### config.mk
export PLATFORM = sky130hd
export DESIGN_NAME = dbs_cell
export DESIGN_NICKNAME = d
export VERILOG_FILES = /design/src/dbs_pkg.sv /design/src/dbs_cell.sv
export SDC_FILE = /design/constraint.sdc
export NUM_CORES = 1
export LEC_CHECK = 0
export BUFFER_PORTS_ARGS = -buffer_cell sky130_fd_sc_hd__buf_2
export CAP_MARGIN = 20
export CORE_MARGIN = 4
export CORE_UTILIZATION = 30
export DETAILED_ROUTE_END_ITERATION = 8
export GPL_TIMING_DRIVEN = 1
export PLACE_DENSITY = 0.54
export SLEW_MARGIN = 25
export SYNTH_ARGS = -nofsm -noshare
export SYNTH_HDL_FRONTEND = slang
export SYNTH_SLANG_ARGS = --single-unit
export TNS_END_PERCENT = 5
### constraint.sdc
create_clock -name clock -period 4.37 [get_ports clock]
set_clock_uncertainty 0.1 [all_clocks]
set_input_delay 0.874 -clock clock [delete_from_list [all_inputs] [get_ports clock]]
set_output_delay 0.874 -clock clock [all_outputs]
set_load 0.01 [all_outputs]
### src/dbs_pkg.sv
// ----------------------------------------------------------------------------
// dbs_pkg
// Shared constants and types of the depth background subtraction block.
// ----------------------------------------------------------------------------
package dbs_pkg;

   localparam int MAX_WIDTH  = 640;
   localparam int MAX_HEIGHT = 480;
   localparam int KERNEL     = 8;
   localparam int ANCHOR     = KERNEL / 2;
   localparam int LAG        = KERNEL - 1 - ANCHOR;
   localparam int MIN_GEOM   = 8;

   localparam int DEPTH_W = 16;
   localparam int COL_W   = 10;
   localparam int ROW_W   = 9;
   localparam int CNT_W   = 16;
   localparam int POS_W   = $clog2(MAX_WIDTH * MAX_HEIGHT);
   localparam int RUN_W   = $clog2(KERNEL + 1);
   localparam int LAG_W   = $clog2(LAG * MAX_WIDTH + LAG + 1);
   localparam int FIFO_AW = LAG_W;

   localparam int BG_DEPTH   = MAX_WIDTH * MAX_HEIGHT;
   localparam int FIFO_DEPTH = 1 << FIFO_AW;

   localparam logic [CNT_W-1:0]   RST_LEARN_FRAMES = 16'd100;
   localparam logic [DEPTH_W-1:0] RST_THRESHOLD    = 16'd150;
   localparam logic [COL_W-1:0]   RST_WIDTH        = 10'd640;
   localparam logic [ROW_W-1:0]   RST_HEIGHT       = 9'd480;

   localparam logic REQ_PIXEL = 1'b0;
   localparam logic REQ_DRAIN = 1'b1;

   typedef enum logic [1:0] {
      CSR_LEARN_FRAMES,
      CSR_THRESHOLD,
      CSR_WIDTH,
      CSR_HEIGHT
   } csr_idx_type;

   typedef struct packed {
      logic [RUN_W-1:0] run;
      logic [COL_W-1:0] col;
   } tap_type;

   typedef struct packed {
      logic [COL_W-1:0] col;
      logic [RUN_W-1:0] needed;
   } win_type;

endpackage

### src/dbs_cell.sv
// ----------------------------------------------------------------------------
// dbs_cell
// One column tap of the erosion window: holds a vertical run length.
// ----------------------------------------------------------------------------
module dbs_cell import dbs_pkg::*; (
   input  logic    clock,
   input  logic    shift_en,
   input  tap_type tap_i,
   input  win_type win_i,
   output tap_type tap_o,
   output logic    ok_o
);

   tap_type tap_ff;
   logic    in_win;

   always_ff @(posedge clock) begin
      if (shift_en) begin
         tap_ff <= tap_i;
      end
   end

   always_comb begin
      in_win = (({1'b0, tap_ff.col} + (COL_W+1)'(ANCHOR)) >= {1'b0, win_i.col}) &&
               ({1'b0, tap_ff.col} <= ({1'b0, win_i.col} + (COL_W+1)'(LAG)));
      ok_o   = !in_win || (tap_ff.run >= win_i.needed);
   end

   assign tap_o = tap_ff;

endmodule

==> flow_metrics.py <==
metrics = {
    "sta": {
        "worst_slack_ns": 0.122,
        "max_freq_mhz": 235,
        "hold_violations": 0,
        "period_minus_slack_ns": 4.25,
        "tns_ns": 0,
        "slew-limit-headroom": 0.780,
        "holdWs_ns": 0.710,
        "period_share": 0.972,
        "setup_viol": 0,
        "maxSlewViolCount": 0,
        "worst_pin_slew_ns": 0.330,
    },
    "setup_path": {
        "path_cells": "buf_4 > inv_2 > ha_2 > nor3_4 > nand3_2 > nor3_2 > xnor2_1 > ha_1 > a21o_1 > a21oi_2 > or3b_4 > o221ai_2 > o211ai_1 > buf_2",
        "crit_start": "win_i[4]",
        "critical-path-top-delay-family": "simple AND/OR/NAND/NOR gates",
        "critPathCaptureType": "output port",
        "critPathLaunchType": "primary input",
        "critPathMaxFanout": 4,
        "cpPeakStageDelay_ns": 0.39,
        "critPathBufInv": 3,
        "required_ns": 3.40,
        "crit_slowest_cell": "or3b_4",
        "worstPathArrival_ns": 3.27,
        "crit_type": "primary input to output port",
    },
    "synth": {
        "yosysWarnings": 0,
        "synth_area_leaders": "edfxtp_1 34%, ha_1 26%, xnor2_1 7.7%, inv_1 4.8%, a21o_1 3.6%",
        "yosysTopAreaCell": "edfxtp_1",
        "avgSynthCellArea_um2": 10.3,
        "synth_common_cells": "26 x ha_1, 16 x inv_1, 14 x edfxtp_1, 11 x xnor2_1",
        "yosysSeqAreaShare": 0.337,
        "synth_nets": 177,
        "synth-seq-cells": 14,
        "synth_cell_types": 26,
        "async_reset_ff_frac": 0,
        "netlist_area_um2": 1250,
        "synth_edf_count": 14,
        "synth_top_area_frac": 0.337,
        "netlist_instances": 121,
        "yosysMostFrequentCell": "ha_1",
        "synthFlopType": "edfxtp_1",
    },
    "min_path": {
        "hold_path_class": "primary input to flop",
        "whs_path_depth": 1,
        "min_from": "tap_i[2]",
        "min_to": "tap_o[2]",
    },
    "outcome": {
        "status": "completed",
    },
    "grt": {
        "grt.total_usage": 0.120,
        "grt_max_degree": 15,
        "grt_pass1_vias": 1190,
        "grt_first_pass_wirelength_um": 5090,
        "grt_overflow": 0,
        "grt_antenna_before_repair": 0,
    },
    "clock_network": {
        "path_clk_slew_ns": 0.05,
        "cts.sinks": 14,
        "htreeDepth": 1,
        "clockRootBuffer": "clkbuf_8",
        "cts_hold_buf": 0,
        "cts_buffer_depth": 2,
        "numCtsBuffers": 3,
        "cts_tree": "done",
    },
    "final_layout": {
        "nFillCells": 408,
        "largest_register_ffs": 14,
        "final_nets": 230,
        "diodes": 0,
        "drive_gt1_frac": 0.341,
        "layoutNonFillerInstCount": 223,
        "syn_to_final_growth_pct": 30.2,
    },
    "floorplan": {
        "initial_utilization": 0.312,
        "io_pins": 45,
        "rows": 23,
        "die_y_um": 72.5,
        "die-area_um2": 5250,
        "dieWidth_um": 72.5,
        "core_um2": 4000,
    },
    "placement": {
        "placedCellCount": 216,
        "hpwl_um": 2650,
        "io_buffers": 44,
        "dp_slack_ns": 0.0216,
        "routabilityCongestion": 0.878,
    },
    "detailed_routing": {
        "vias": 1051,
        "dr.first_iter.drc_count": 20,
        "avgViaCountPerCell": 4.71,
        "drc": 0,
        "post_drt_wl_per_cell_um": 13.6,
        "drt_wl_total_um": 3030,
        "drt_pass1_iterations": 3,
        "ant_nets": 0,
    },
    "job": {
        "maxCapViolCount": 0,
    },
    "pwr": {
        "power.total_uw": 411,
        "p_leak_uw": 0.000795,
        "power_density_nw_per_um2": 253,
        "ir_drop_uv": 137,
    },
}
[worst max path at each step]
stage | end | slack [ns] | depth (start not counted)
after floorplan | ok_o | 0.42 | 12
after global placement | ok_o | 0.14 | 14
after detailed placement | ok_o | 0.02 | 14
after CTS | ok_o | 0.02 | 14
after global routing | ok_o | -0.004 | 14
final | ok_o | 0.12 | 14
[final cells by class]
class                      count  area (um^2)  area share
clock inverter                 1         3.75     0.00231
multi-input combinational     91          783       0.482
sequential                    14          420       0.259
tap                           50         62.6      0.0385
timing repair buffer          48          253       0.156
clock buffer                   3         41.3      0.0254
inverter                      16         60.1      0.0370
[kinds of logic after synthesis]
logic type | count (synthesis) | share of synthesized area
and+or+nand+nor | 29 | 0.134
adders and majority gates | 26 | 0.261
AOI/OAI and AO/OA | 22 | 0.121
buffers and inverters | 16 | 0.0481
xor gates and xnor gates | 14 | 0.0983
DFF | 14 | 0.337
[report_power, final]
part           internal (uW)  switching, uW  leakage [uW]  total (uW)
combinational           67.1           68.8      0.000635         136
sequential               161           12.6      0.000137         173
clock                   61.9           39.8     0.0000231         102
total                    290            121      0.000795         411
[layer usage]
metal | share of wire | global-route usage | routed length, um | vias up
met2 | 0.47 | 0.210 | 1430 | 35
met1 | 0.46 | 0.152 | 1380 | 465
li1 | - | - | - | 547
met3 | 0.060 | 0.0194 | 182 | 4
met4 | 0.010 | 0.0328 | 31 | 0
met5 | 0 | 0 | 0 | -
[metrics by stage]
stage,area [um^2],util
3_5_place_dp,1540,0.384
4_1_cts,1580,0.396
2_1_floorplan,1250,-
3_3_place_gp,1540,0.384
5_1_grt,1620,0.406
6_report,1620,0.406
[timing repair]
action	4_1_cts	5_1_grt
setup buffers	0	3
setup endpoints to repair	0	1
resized for setup	0	6
[cells in the final DEF (no fill, tap or decap), types with 3 or more instances in the layout]
| cell type | instances |
|---|---|
| a21oi_1 | 8 |
| xor2_1 | 3 |
| clkbuf_8 | 3 |
| nand3_1 | 8 |
| nand4_1 | 3 |
| inv_1 | 15 |
| buf_2 | 43 |
| xnor2_1 | 11 |
| nand2_1 | 4 |
| and3_1 | 3 |
| buf_4 | 5 |
| a21o_1 | 6 |
| edfxtp_1 | 14 |
| ha_1 | 25 |
Power figures use the tool's default switching activity.
