$ cat src/dbs_ram.sv
// ----------------------------------------------------------------------------
// dbs_ram
// Simple dual-port RAM, one write port and one registered read port.
// ----------------------------------------------------------------------------
module dbs_ram #(
   parameter int WIDTH = 8,
   parameter int DEPTH = 16
) (
   input  logic                     clock,
   input  logic                     we,
   input  logic [$clog2(DEPTH)-1:0] waddr,
   input  logic [WIDTH-1:0]         wdata,
   input  logic [$clog2(DEPTH)-1:0] raddr,
   output logic [WIDTH-1:0]         rdata
);

   logic [WIDTH-1:0] mem [DEPTH];
   logic [WIDTH-1:0] rdata_ff;

   always_ff @(posedge clock) begin
      if (we) begin
         mem[waddr] <= wdata;
      end
      rdata_ff <= mem[raddr];
   end

   assign rdata = rdata_ff;

endmodule

$ cat config.mk
export PLATFORM = sky130hd
export DESIGN_NAME = dbs_ram
export DESIGN_NICKNAME = d
export VERILOG_FILES = /design/src/dbs_ram.sv
export SDC_FILE = /design/constraint.sdc
export NUM_CORES = 1
export LEC_CHECK = 0
export CORE_MARGIN = 10
export CORE_UTILIZATION = 55
export CTS_CLUSTER_SIZE = 25
export DETAILED_ROUTE_END_ITERATION = 7
export DONT_BUFFER_PORTS = 1
export PLACE_DENSITY = 0.75
export SYNTH_ARGS = -nofsm -noshare
export SYNTH_HDL_FRONTEND = slang
export SYNTH_SLANG_ARGS = --single-unit
$ cat constraint.sdc
create_clock -name clock -period 5.06 [get_ports clock]
set_input_delay 0.759 -clock clock [delete_from_list [all_inputs] [get_ports clock]]
set_output_delay 0.759 -clock clock [all_outputs]
set_load 0.01 [all_outputs]
==> reports/qor.txt, run 1 <==
Outcome -> complete, no violations
Worst hold path class -> input pin to flip-flop
Gr usage total -> 15.26%
Post-synth top cells -> 128 x edfxtp_1, 18 x mux4_2, 16 x a22oi_1
Synth top area share -> 74.67%
Routed WL per cell -> 26.51 µm
Die H -> 116.7 µm
Vias per cell -> 6.270
Final HPWL DP -> 5938 µm
Seq cells post-synth -> 136
Hold Buf Count CTS -> 0
Count leader, synth -> edfxtp_1
Sw Pwr -> 0.4809 mW
ANT nets after route -> 0
Final min period -> 1973 ps
Final nets -> 258
Share of cells above drive strength 1 -> 19.44%
Port bufs -> 0
Initial antenna violation count -> 0
Clock sinks -> 136
RSZ-0062 raised after global routing -> no
DIE WIDTH -> 116.7 µm
Post-CTS Setup Inserts -> 0
Cell Pwr Density -> 442.2 mW/mm²
Total grt overflow -> 0
CP Buf/Inv Count -> 0
Synthesized area per cell -> 22.48 µm²
WL final -> 9624 µm
Layout Cells excl Fill -> 363
First drt pass iteration count -> 4
Synthesized instance count -> 229
Crit. End Element -> flip-flop
First-pass GRT wire length -> 14,520 µm
Clock share of power -> 48.0%
Starting density of the core -> 55.97%
Distinct cells, synth -> 19
Via count of the first global-routing pass -> 2,392
Via Count -> 2,276
Worst setup SP type -> input pin
CP delay by family, top -> simple AND/OR/NAND/NOR gates
Mapped cell area -> 0.005147 mm²
Pin count of the biggest net entering global routing -> 33
CTS tree -> done
Power share of the combinational group -> 2.6%
Crit Path Max Fanout -> 8
Clock latency on the worst-skew pair -> 510 ps
Slew @ Worst Pin -> 1190 ps
Ys async rst share -> 0%
H-tree Lvls -> 4
Layout area overhead -> 12.93%
Inserted Clock Buffers -> 17
Area contributors post-synth -> edfxtp_1 75%, mux4_2 7.9%, mux4_1 7.1%
Final hold violations -> 0
Ports -> 26
F_max -> 506.9 MHz
Syn nets -> 247
Slew Viols, Final -> 0
Number of synthesized flops with an enable pin -> 128
Period Utilization, post-route -> 38.99%
Cells after DPL -> 332
Clock transition at the registers of the reported paths -> 60 ps
Critical-path top delay cell -> nor3_1
Drc violations -> 0
Maxcap violations -> 0
Sequential Power Share -> 49.5%
Dominant cell type by area after synthesis -> edfxtp_1
Top FF cell, synth -> edfxtp_1
Seq/Total Area, Yosys -> 77.78%
CP arrival -> 2100 ps
Violation count after the first detailed-route iteration -> 239
Total Die Area -> 0.01363 mm²
Setup_tns -> 0 ps
Post-CTS resize count -> 0
Core Footprint -> 0.009196 mm²
Crit-path cells -> or3b_2 -> nor3_1
Skew final -> 9.466 ps
Switching share of power -> 18.71%
Max VDD drop -> 0.0002607 V
Crit-path max cell delay -> 840 ps
Crit path required time -> 5190 ps
Layout Utilization -> 63.21%
Slew HR -> 20.05%
Num rows -> 35
Leak -> 1.882 nW
Internal Power -> 2.090 mW
Hold_ws -> 344.3 ps
Final setup viols -> 0
Clock buffer depth -> 2
Yosys warnings -> 0
Buffer type at the clock tree root -> clkbuf_8
Critical path class -> input pin to flip-flop
Final Wtd Congestion -> 0.7675
Antenna cells -> 0
area by class of cell:
| cell class | instances | area, µm² |
|---|---|---|
| multi-input cells | 83 | 1057 |
| fillers | 610 | 3383 |
| repair buffers | 2 | 15.01 |
| clock buffers | 18 | 417.9 |
| flip-flops and latches | 136 | 4004 |
| clock inverters | 13 | 180.2 |
| well taps | 111 | 138.9 |
power by group through the flow:
| stage | sequential (mW) | combinational, mW | clock (mW) |
|---|---|---|---|
| 2_1_floorplan | 1.29 | 0.0639 | 0 |
| 3_3_place_gp | 1.29 | 0.0660 | 0 |
| 3_5_place_dp | 1.30 | 0.0670 | 0 |
| 4_1_cts | 1.27 | 0.0676 | 1.25 |
| 5_1_grt | 1.27 | 0.0714 | 1.29 |
| 6_report | 1.27 | 0.0664 | 1.23 |
per-stage QoR:
stage | instance area, µm² | power [mW] | setup WS, ps
after floorplan | 5147 | 1.356 | 2808
after global placement | 5215 | 1.360 | 2623
after detailed placement | 5215 | 1.363 | 2519
after CTS | 5813 | 2.586 | 3065
after global routing | 5813 | 2.637 | 3003
final | 5813 | 2.571 | 3087
path summary, 6_finish.rpt:
kind / start / end / slack [ps] / cells after the start
max: waddr[2] / mem[0][1] / 3090 / 2
min: wdata[6] / mem[2][6] / 340 / 0
max reg2reg: mem[1][3] / rdata[3] / 3580 / 3
min reg2reg: mem[14][5] / rdata[5] / 670 / 3
flip-flops by register name (all words and copies together) (netlist names):
signal  flops
rdata       8
mem       128
cells by family after synthesis:
group / count (synthesis) / share of synthesized area (%)
mux: 32 / 15.02
buf+inv: 10 / 1.677
simple gates: 35 / 3.184
flops: 136 / 77.78
compound gates: 16 / 2.334
worst register-to-register path: cells and delay by family (launching register included):
kind	cells	cell delay (ps)
AOI/OAI and AO/OA	1	360
DFF	1	350
muxes	1	540
and+or+nand+nor	1	110
placed cells by master (no fill, tap or decap), types with 2 or more instances in the layout:
cell | synthesis | routed
bufinv_16 | 0 | 4
buf_4 | 1 | 2
nand2b_1 | 2 | 2
nand3b_1 | 2 | 2
nor2_1 | 13 | 13
clkbuf_16 | 0 | 16
edfxtp_1 | 128 | 128
clkinv_4 | 0 | 2
a22oi_1 | 16 | 16
dfxtp_1 | 8 | 8
clkinv_1 | 0 | 2
clkinvlp_4 | 0 | 4
mux4_2 | 18 | 18
nand2_1 | 9 | 9
nor3_1 | 4 | 4
mux4_1 | 14 | 14
per-layer routing:
layer,vias to the layer above,routed length [µm],track usage (%)
li1,993,-,-
met1,1168,3885,19.54
met2,105,4772,24.15
met3,10,878,4.879
met4,0,88,5.272
met5,-,0,0
Note: power is estimated with default switching activity, not from simulation.
==> inputs of run 2 (changes only) <==
--- a/config.mk
+++ b/config.mk
@@ -5,6 +5,7 @@
 export SDC_FILE = /design/constraint.sdc
 export NUM_CORES = 1
 export LEC_CHECK = 0
+export ABC_AREA = 1
 export CORE_MARGIN = 10
 export CORE_UTILIZATION = 55
 export CTS_CLUSTER_SIZE = 25
==> constraint.sdc (replaced) <==
create_clock -name clock -period 1.88 [get_ports clock]
set_input_delay 0.282 -clock clock [delete_from_list [all_inputs] [get_ports clock]]
set_output_delay 0.282 -clock clock [all_outputs]
set_load 0.01 [all_outputs]
==> run 2 against run 1 <==
Wire length is 33% higher. Sequential share of layout area is 8.7 points lower. Clock-buffer cell count is 1 higher. Design area is 14% higher. Clock skew is 2.4 ps lower. Setup slack worse by 2700 ps. Flip-flop and latch count stayed put. Critical endpoint is now rdata[0]. Largest cell class unchanged. Largest power group is now the clock network. Highest routed layer unchanged.
==> reports/qor.txt, run 2 <==
Final hold violations -> 0 (unchanged)
Most used cell, CP -> nand3_1
Dominant cell type by area after synthesis -> edfxtp_1
Crit Path Max Fanout -> 65 (+57)
Worst hold path class -> input pin to flip-flop
Post-CTS Setup Inserts -> 0 (unchanged)
CTS tree -> done
Total grt overflow -> 0 (unchanged)
Clock latency on the worst-skew pair -> 520 ps (about the same)
Outcome -> complete, no violations
Number of fillers in the final layout -> 771 (+26%)
Most frequent cells in the layout -> 173 x nand2_1, 128 x edfxtp_1, 100 x inv_1, 97 x nand3_1, 18 x buf_4
Inserted Clock Buffers -> 17 (unchanged)
Final setup viols -> 0 (unchanged)
Top reg by flops -> mem
Maxcap violations -> 0 (unchanged)
Synthesized instance count -> 551 (+140%)
Worst setup SP type -> input pin
Slew HR -> 49.79% (+30 points)
Mapped cell area -> 0.005767 mm² (+12%)
F_max -> 684.0 MHz
Via count of the first global-routing pass -> 3,835 (+60%)
Pwr Total -> 7.249 mW (+180%)
Slew @ Worst Pin -> 750.7 ps (-439.4 ps)
Final min period -> 1462 ps
Synth top area share -> 66.65% (-8.0 points)
First-pass GRT wire length -> 20,270 µm (+40%)
Cells after DPL -> 681 (+110%)
Seq/Total Area, Yosys -> 69.43% (-8.4 points)
Ys async rst share -> 0% (unchanged)
Yosys warnings -> 0 (unchanged)
Pin count of the biggest net entering global routing -> 66 (+100%)
Total Die Area -> 0.01498 mm² (+9.9%)
Slew Viols, Final -> 0 (unchanged)
Setup_tns -> 0 ps (unchanged)
Distinct cells, synth -> 12 (-7)
Core Footprint -> 0.01028 mm² (+12%)
Area contributors post-synth -> edfxtp_1 67%, nand2_1 11%, nand3_1 8.4%
Clock transition at the registers of the reported paths -> 60 ps (about the same)
Top FF cell, synth -> edfxtp_1
Synthesized area per cell -> 10.47 µm² (-53%)
Share of cells above drive strength 1 -> 8.319% (-11 points)
Final nets -> 594 (+130%)
Fin worst setup slack -> 418.1 ps (-2669 ps)
Ports -> 26 (unchanged)
ANT nets after route -> 0 (unchanged)
Antenna cells -> 0 (unchanged)
Buffer type at the clock tree root -> clkbuf_8
Drc violations -> 0 (unchanged)
Seq cells post-synth -> 136 (unchanged)
Number of synthesized flops with an enable pin -> 128 (unchanged)
Crit-path max cell delay -> 550 ps (-290 ps)
Vias per cell -> 5.337 (-15%)
Syn nets -> 569 (+130%)
CP delay by family, top -> buffers and inverters
Post-synth top cells -> 173 x nand2_1, 128 x edfxtp_1, 100 x inv_1
Crit-path cells -> inv_2 -> buf_4 -> nand2_1 -> nand3_1 -> nand3_1 -> nand3_1 -> dlygate4sd3_1 -> nand2_1
Crit. End Element -> flip-flop
Routed WL per cell -> 17.69 µm (-33%)
Via Count -> 3,869 (+70%)
Layout Cells excl Fill -> 725 (+100%)
Most common cell after layout, fill and taps aside -> nand2_1
H-tree Lvls -> 4 (unchanged)
Violation count after the first detailed-route iteration -> 564 (+140%)
Crit path required time -> 2290 ps (-2900 ps)
Cell Pwr Density -> 1090 mW/mm² (+150%)
Post-CTS resize count -> 0 (unchanged)
Initial antenna violation count -> 1 (+1)
Dpl ws -> 403.7 ps (-2115 ps)
First drt pass iteration count -> 7 (+3)
Leak -> 2.864 nW (+52%)
WL final -> 12,830 µm (+33%)
DIE WIDTH -> 122.4 µm (+4.8%)
Die H -> 122.4 µm (+4.8%)
Starting density of the core -> 56.11% (+0.14 points)
Final Wtd Congestion -> 0.8541 (+11%)
Hold_ws -> 11.51 ps (-332.8 ps)
CP Buf/Inv Count -> 3 (+3)
Hold Buf Count CTS -> 12 (+12)
Max VDD drop -> 0.0007100 V (+170%)
Num rows -> 37 (+5.7%)
Critical path class -> input pin to flip-flop
Final HPWL DP -> 7553 µm (+27%)
Largest register FFs -> 128 (unchanged)
Clock buffer depth -> 2 (unchanged)
CP arrival -> 1870 ps (-230 ps)
Period Utilization, post-route -> 77.76%
Port bufs -> 0 (unchanged)
Skew final -> 7.081 ps (-2.385 ps)
Critical-path top delay cell -> dlygate4sd3_1
Layout area overhead -> 15.32%
Count leader, synth -> nand2_1
Gr usage total -> 18.05% (+2.8 points)
Clock sinks -> 136 (unchanged)
RSZ-0062 raised after global routing -> no
-- run 2: cell types whose count changed in the layout (fill, tap and decap cells not counted), sizes merged, moves of 16 or more --
| cell | previous run | this run |
|---|---|---|
| nand2 | 9 | 173 |
| inv | 0 | 102 |
| nand3 | 1 | 97 |
| mux4 | 32 | 0 |
| buf | 2 | 18 |
| a22oi | 16 | 0 |
-- run 2: stage by stage --
stage / util (%) / area (µm²)
6_report: 64.71 / 6650
5_1_grt: 64.71 / 6650
4_1_cts: 64.71 / 6650
3_5_place_dp: 57.46 / 5906
3_3_place_gp: 57.46 / 5906
2_1_floorplan: - / 5767
-- run 2: final timing paths --
kind,depth (start not counted),from,slack (ps),endpoint
min,3,raddr[2],10,rdata[6]
max,8,raddr[0],420,rdata[0]
max reg2reg,7,mem[9][0],440,rdata[0]
min reg2reg,6,mem[12][5],670,rdata[5]
-- run 2: kinds of logic (layout without fill, tap and decap cells) --
kind of cell           count (synthesis)  in the layout  synth area share (%)
and+or+nand+nor                      289            289                 21.05
DFF                                  136            136                 69.43
buffers and inverters                126            164                 9.525
-- run 2: worst min-delay path, stage by stage --
cell and delay (ps):
nand3_1 60, nand3_1 70, nand2_1 80
-- run 2: per-layer routing --
metal	GRT usage [%]	part of all wire, %	vias up
met5	0	0	-
met4	8.763	3.2	0
met3	5.234	8.7	35
met2	27.86	48	184
met1	22.99	40	1822
li1	-	-	1828
-- run 2: layout make-up --
class	instances	area [µm²]	area share, %
clock buffers	19	421.7	6.341
clock inverters	13	202.7	3.048
repair buffers	30	255.2	3.838
well taps	136	170.2	2.559
multi-input cells	289	1214	18.25
inverters	102	382.9	5.757
flip-flops and latches	136	4004	60.21
-- run 2: report_power, final --
part	total [mW]	switching [mW]	internal [mW]	leakage, nW
registers	3.43	0.0360	3.39	1.22
clock network	3.49	1.21	2.28	0.303
logic	0.332	0.225	0.107	1.34
total	7.25	1.47	5.78	2.86
==> inputs of run 3 (changes only) <==
--- a/config.mk
+++ b/config.mk
@@ -11,7 +11,7 @@
 export CTS_CLUSTER_SIZE = 25
 export DETAILED_ROUTE_END_ITERATION = 7
 export DONT_BUFFER_PORTS = 1
-export PLACE_DENSITY = 0.75
+export PLACE_DENSITY = 0.78
 export SYNTH_ARGS = -nofsm -noshare
 export SYNTH_HDL_FRONTEND = slang
 export SYNTH_SLANG_ARGS = --single-unit
==> constraint.sdc (replaced) <==
create_clock -name clock -period 1.25 [get_ports clock]
set_input_delay 0.1875 -clock clock [delete_from_list [all_inputs] [get_ports clock]]
set_output_delay 0.1875 -clock clock [all_outputs]
set_load 0.01 [all_outputs]
==> run 3 against run 2 <==
Sequential share of layout area shrank 0.44 points. Clock power up 45%. Non-clock buffer count grew 5. Critical endpoint is now rdata[7].
==> reports/qor.txt, run 3 (synthesis results as in run 2) <==
Worst hold path class -> input pin to flip-flop
Total Die Area -> 0.01498 mm² (unchanged)
Routed WL per cell -> 18.06 µm (+2.1%)
Top reg by flops -> mem
Outcome -> complete, no violations
CP delay by family, top -> buffers and inverters
Antenna cells -> 0 (unchanged)
Final min period -> 1225 ps
Slew Viols, Final -> 0 (unchanged)
Final hold violations -> 0 (unchanged)
Crit Path Max Fanout -> 16 (-75%)
Buffer type at the clock tree root -> clkbuf_8
Fin worst setup slack -> 25.27 ps (-392.8 ps)
First drt pass iteration count -> 5 (-2)
Clock latency on the worst-skew pair -> 530 ps (about the same)
CP Buf/Inv Count -> 1 (-2)
Pin count of the biggest net entering global routing -> 65 (-1.5%)
Most used cell, CP -> nand3_1
Maxcap violations -> 0 (unchanged)
Inserted Clock Buffers -> 17 (unchanged)
Clock transition at the registers of the reported paths -> 60 ps (about the same)
Clock sinks -> 136 (unchanged)
Clock buffer depth -> 2 (unchanged)
Gr usage total -> 18.77% (+0.73 points)
Drc violations -> 0 (unchanged)
Slew HR -> 47.34% (-2.4 points)
WL final -> 13,190 µm (+2.8%)
Cell Pwr Density -> 1609 mW/mm² (+48%)
Final nets -> 599 (+0.84%)
Critical-path top delay cell -> dlygate4sd3_1
Layout area overhead -> 16.16%
Period Utilization, post-route -> 97.98%
Pwr Total -> 10.78 mW (+49%)
RSZ-0062 raised after global routing -> no
CTS tree -> done
CP arrival -> 1640 ps (-230 ps)
DIE WIDTH -> 122.4 µm (unchanged)
Slew @ Worst Pin -> 787.4 ps (+36.62 ps)
Via Count -> 3,947 (+2.0%)
Violation count after the first detailed-route iteration -> 469 (-17%)
Layout Utilization -> 65.18% (+0.47 points)
Port bufs -> 0 (unchanged)
Crit-path cells -> dlygate4sd3_1 -> nand3_1 -> nand3_1 -> nand2_1
Starting density of the core -> 56.11% (unchanged)
Ports -> 26 (unchanged)
Final Wtd Congestion -> 0.8757 (+2.5%)
H-tree Lvls -> 4 (unchanged)
Max VDD drop -> 0.001021 V (+44%)
Crit path required time -> 1660 ps (-630 ps)
ANT nets after route -> 0 (unchanged)
Setup_tns -> 0 ps (unchanged)
Share of cells above drive strength 1 -> 9.259% (+0.94 points)
Die H -> 122.4 µm (unchanged)
Worst setup SP type -> input pin
Crit-path max cell delay -> 960 ps (+410 ps)
Via count of the first global-routing pass -> 3,941 (+2.8%)
Dpl ws -> 103.8 ps (-300.0 ps)
Leak -> 2.891 nW (+0.94%)
Largest register FFs -> 128 (unchanged)
Crit. End Element -> flip-flop
F_max -> 816.5 MHz
Hold_ws -> 11.55 ps (+0.04340 ps)
Final HPWL DP -> 8100 µm (+7.2%)
Most common cell after layout, fill and taps aside -> nand2_1
Num rows -> 37 (unchanged)
Skew final -> 6.576 ps (-0.5053 ps)
Number of fillers in the final layout -> 780 (+1.2%)
Total grt overflow -> 0 (unchanged)
Vias per cell -> 5.407 (+1.3%)
Most frequent cells in the layout -> 173 x nand2_1, 128 x edfxtp_1, 100 x inv_1, 97 x nand3_1, 20 x buf_4
Final setup viols -> 0 (unchanged)
First-pass GRT wire length -> 20,780 µm (+2.6%)
Initial antenna violation count -> 0 (-1)
Critical path class -> input pin to flip-flop
Core Footprint -> 0.01028 mm² (unchanged)
-- run 3: cell count changes in the layout (fill, tap and decap cells not counted), sizes merged --
| cell | previous run | this run |
|---|---|---|
| clkinvlp | 1 | 3 |
| dlymetal6s4s | 0 | 1 |
| clkbuf | 19 | 17 |
| inv | 102 | 107 |
| bufinv | 5 | 3 |
| buf | 18 | 22 |
| clkinv | 7 | 4 |
-- run 3: worst paths after layout --
check,from,to,slack (ps),cells past startpoint
worst max-delay path,raddr[2],rdata[7],30,4
worst min-delay path,raddr[1],rdata[2],10,4
worst max register to register,mem[5][6],rdata[6],180,6
worst min register to register,mem[10][6],rdata[6],680,6
-- run 3: worst register-to-register path: cells and delay by family, from the launching register on --
kind          cells  cell delay (ps)
buf+inv           1               70
flops             1              370
simple gates      5              530
-- run 3: report_power, final --
part | total (mW) | internal, mW | switching (mW)
clock network | 5.07 | 3.08 | 1.98
logic | 0.554 | 0.178 | 0.377
registers | 5.16 | 5.10 | 0.0569
-- run 3: cell type report --
type / instances / area [µm²] / area share (%)
Multi-Input combinational cell: 289 / 1214 / 18.12
Clock buffer: 17 / 414.1 / 6.182
Inverter: 102 / 382.9 / 5.715
Tap cell: 136 / 170.2 / 2.540
Sequential cell: 136 / 4004 / 59.77
Timing Repair Buffer: 35 / 322.8 / 4.819
Clock inverter: 15 / 191.4 / 2.858
-- run 3: stage by stage --
step,cells,area (µm²)
2_1_floorplan,551,5767
3_3_place_gp,685,5961
3_5_place_dp,685,5961
4_1_cts,730,6696
5_1_grt,730,6699
6_report,730,6699
-- run 3: timing repair --
action                                 CTS  global route
hold buffers                            13             0
resized for setup                        0             1
buffers inserted                         0             0
setup endpoints to repair                0             1
endpoints found under the hold margin  136             0
-- run 3: layer usage --
layer  global-route usage, %  vias up  wire, µm
met5                       0        -         0
met4                   8.395        0       370
met3                   5.923       32      1037
met2                   30.45      175      6529
met1                   22.64     1907      5248
li1                        -     1833         -
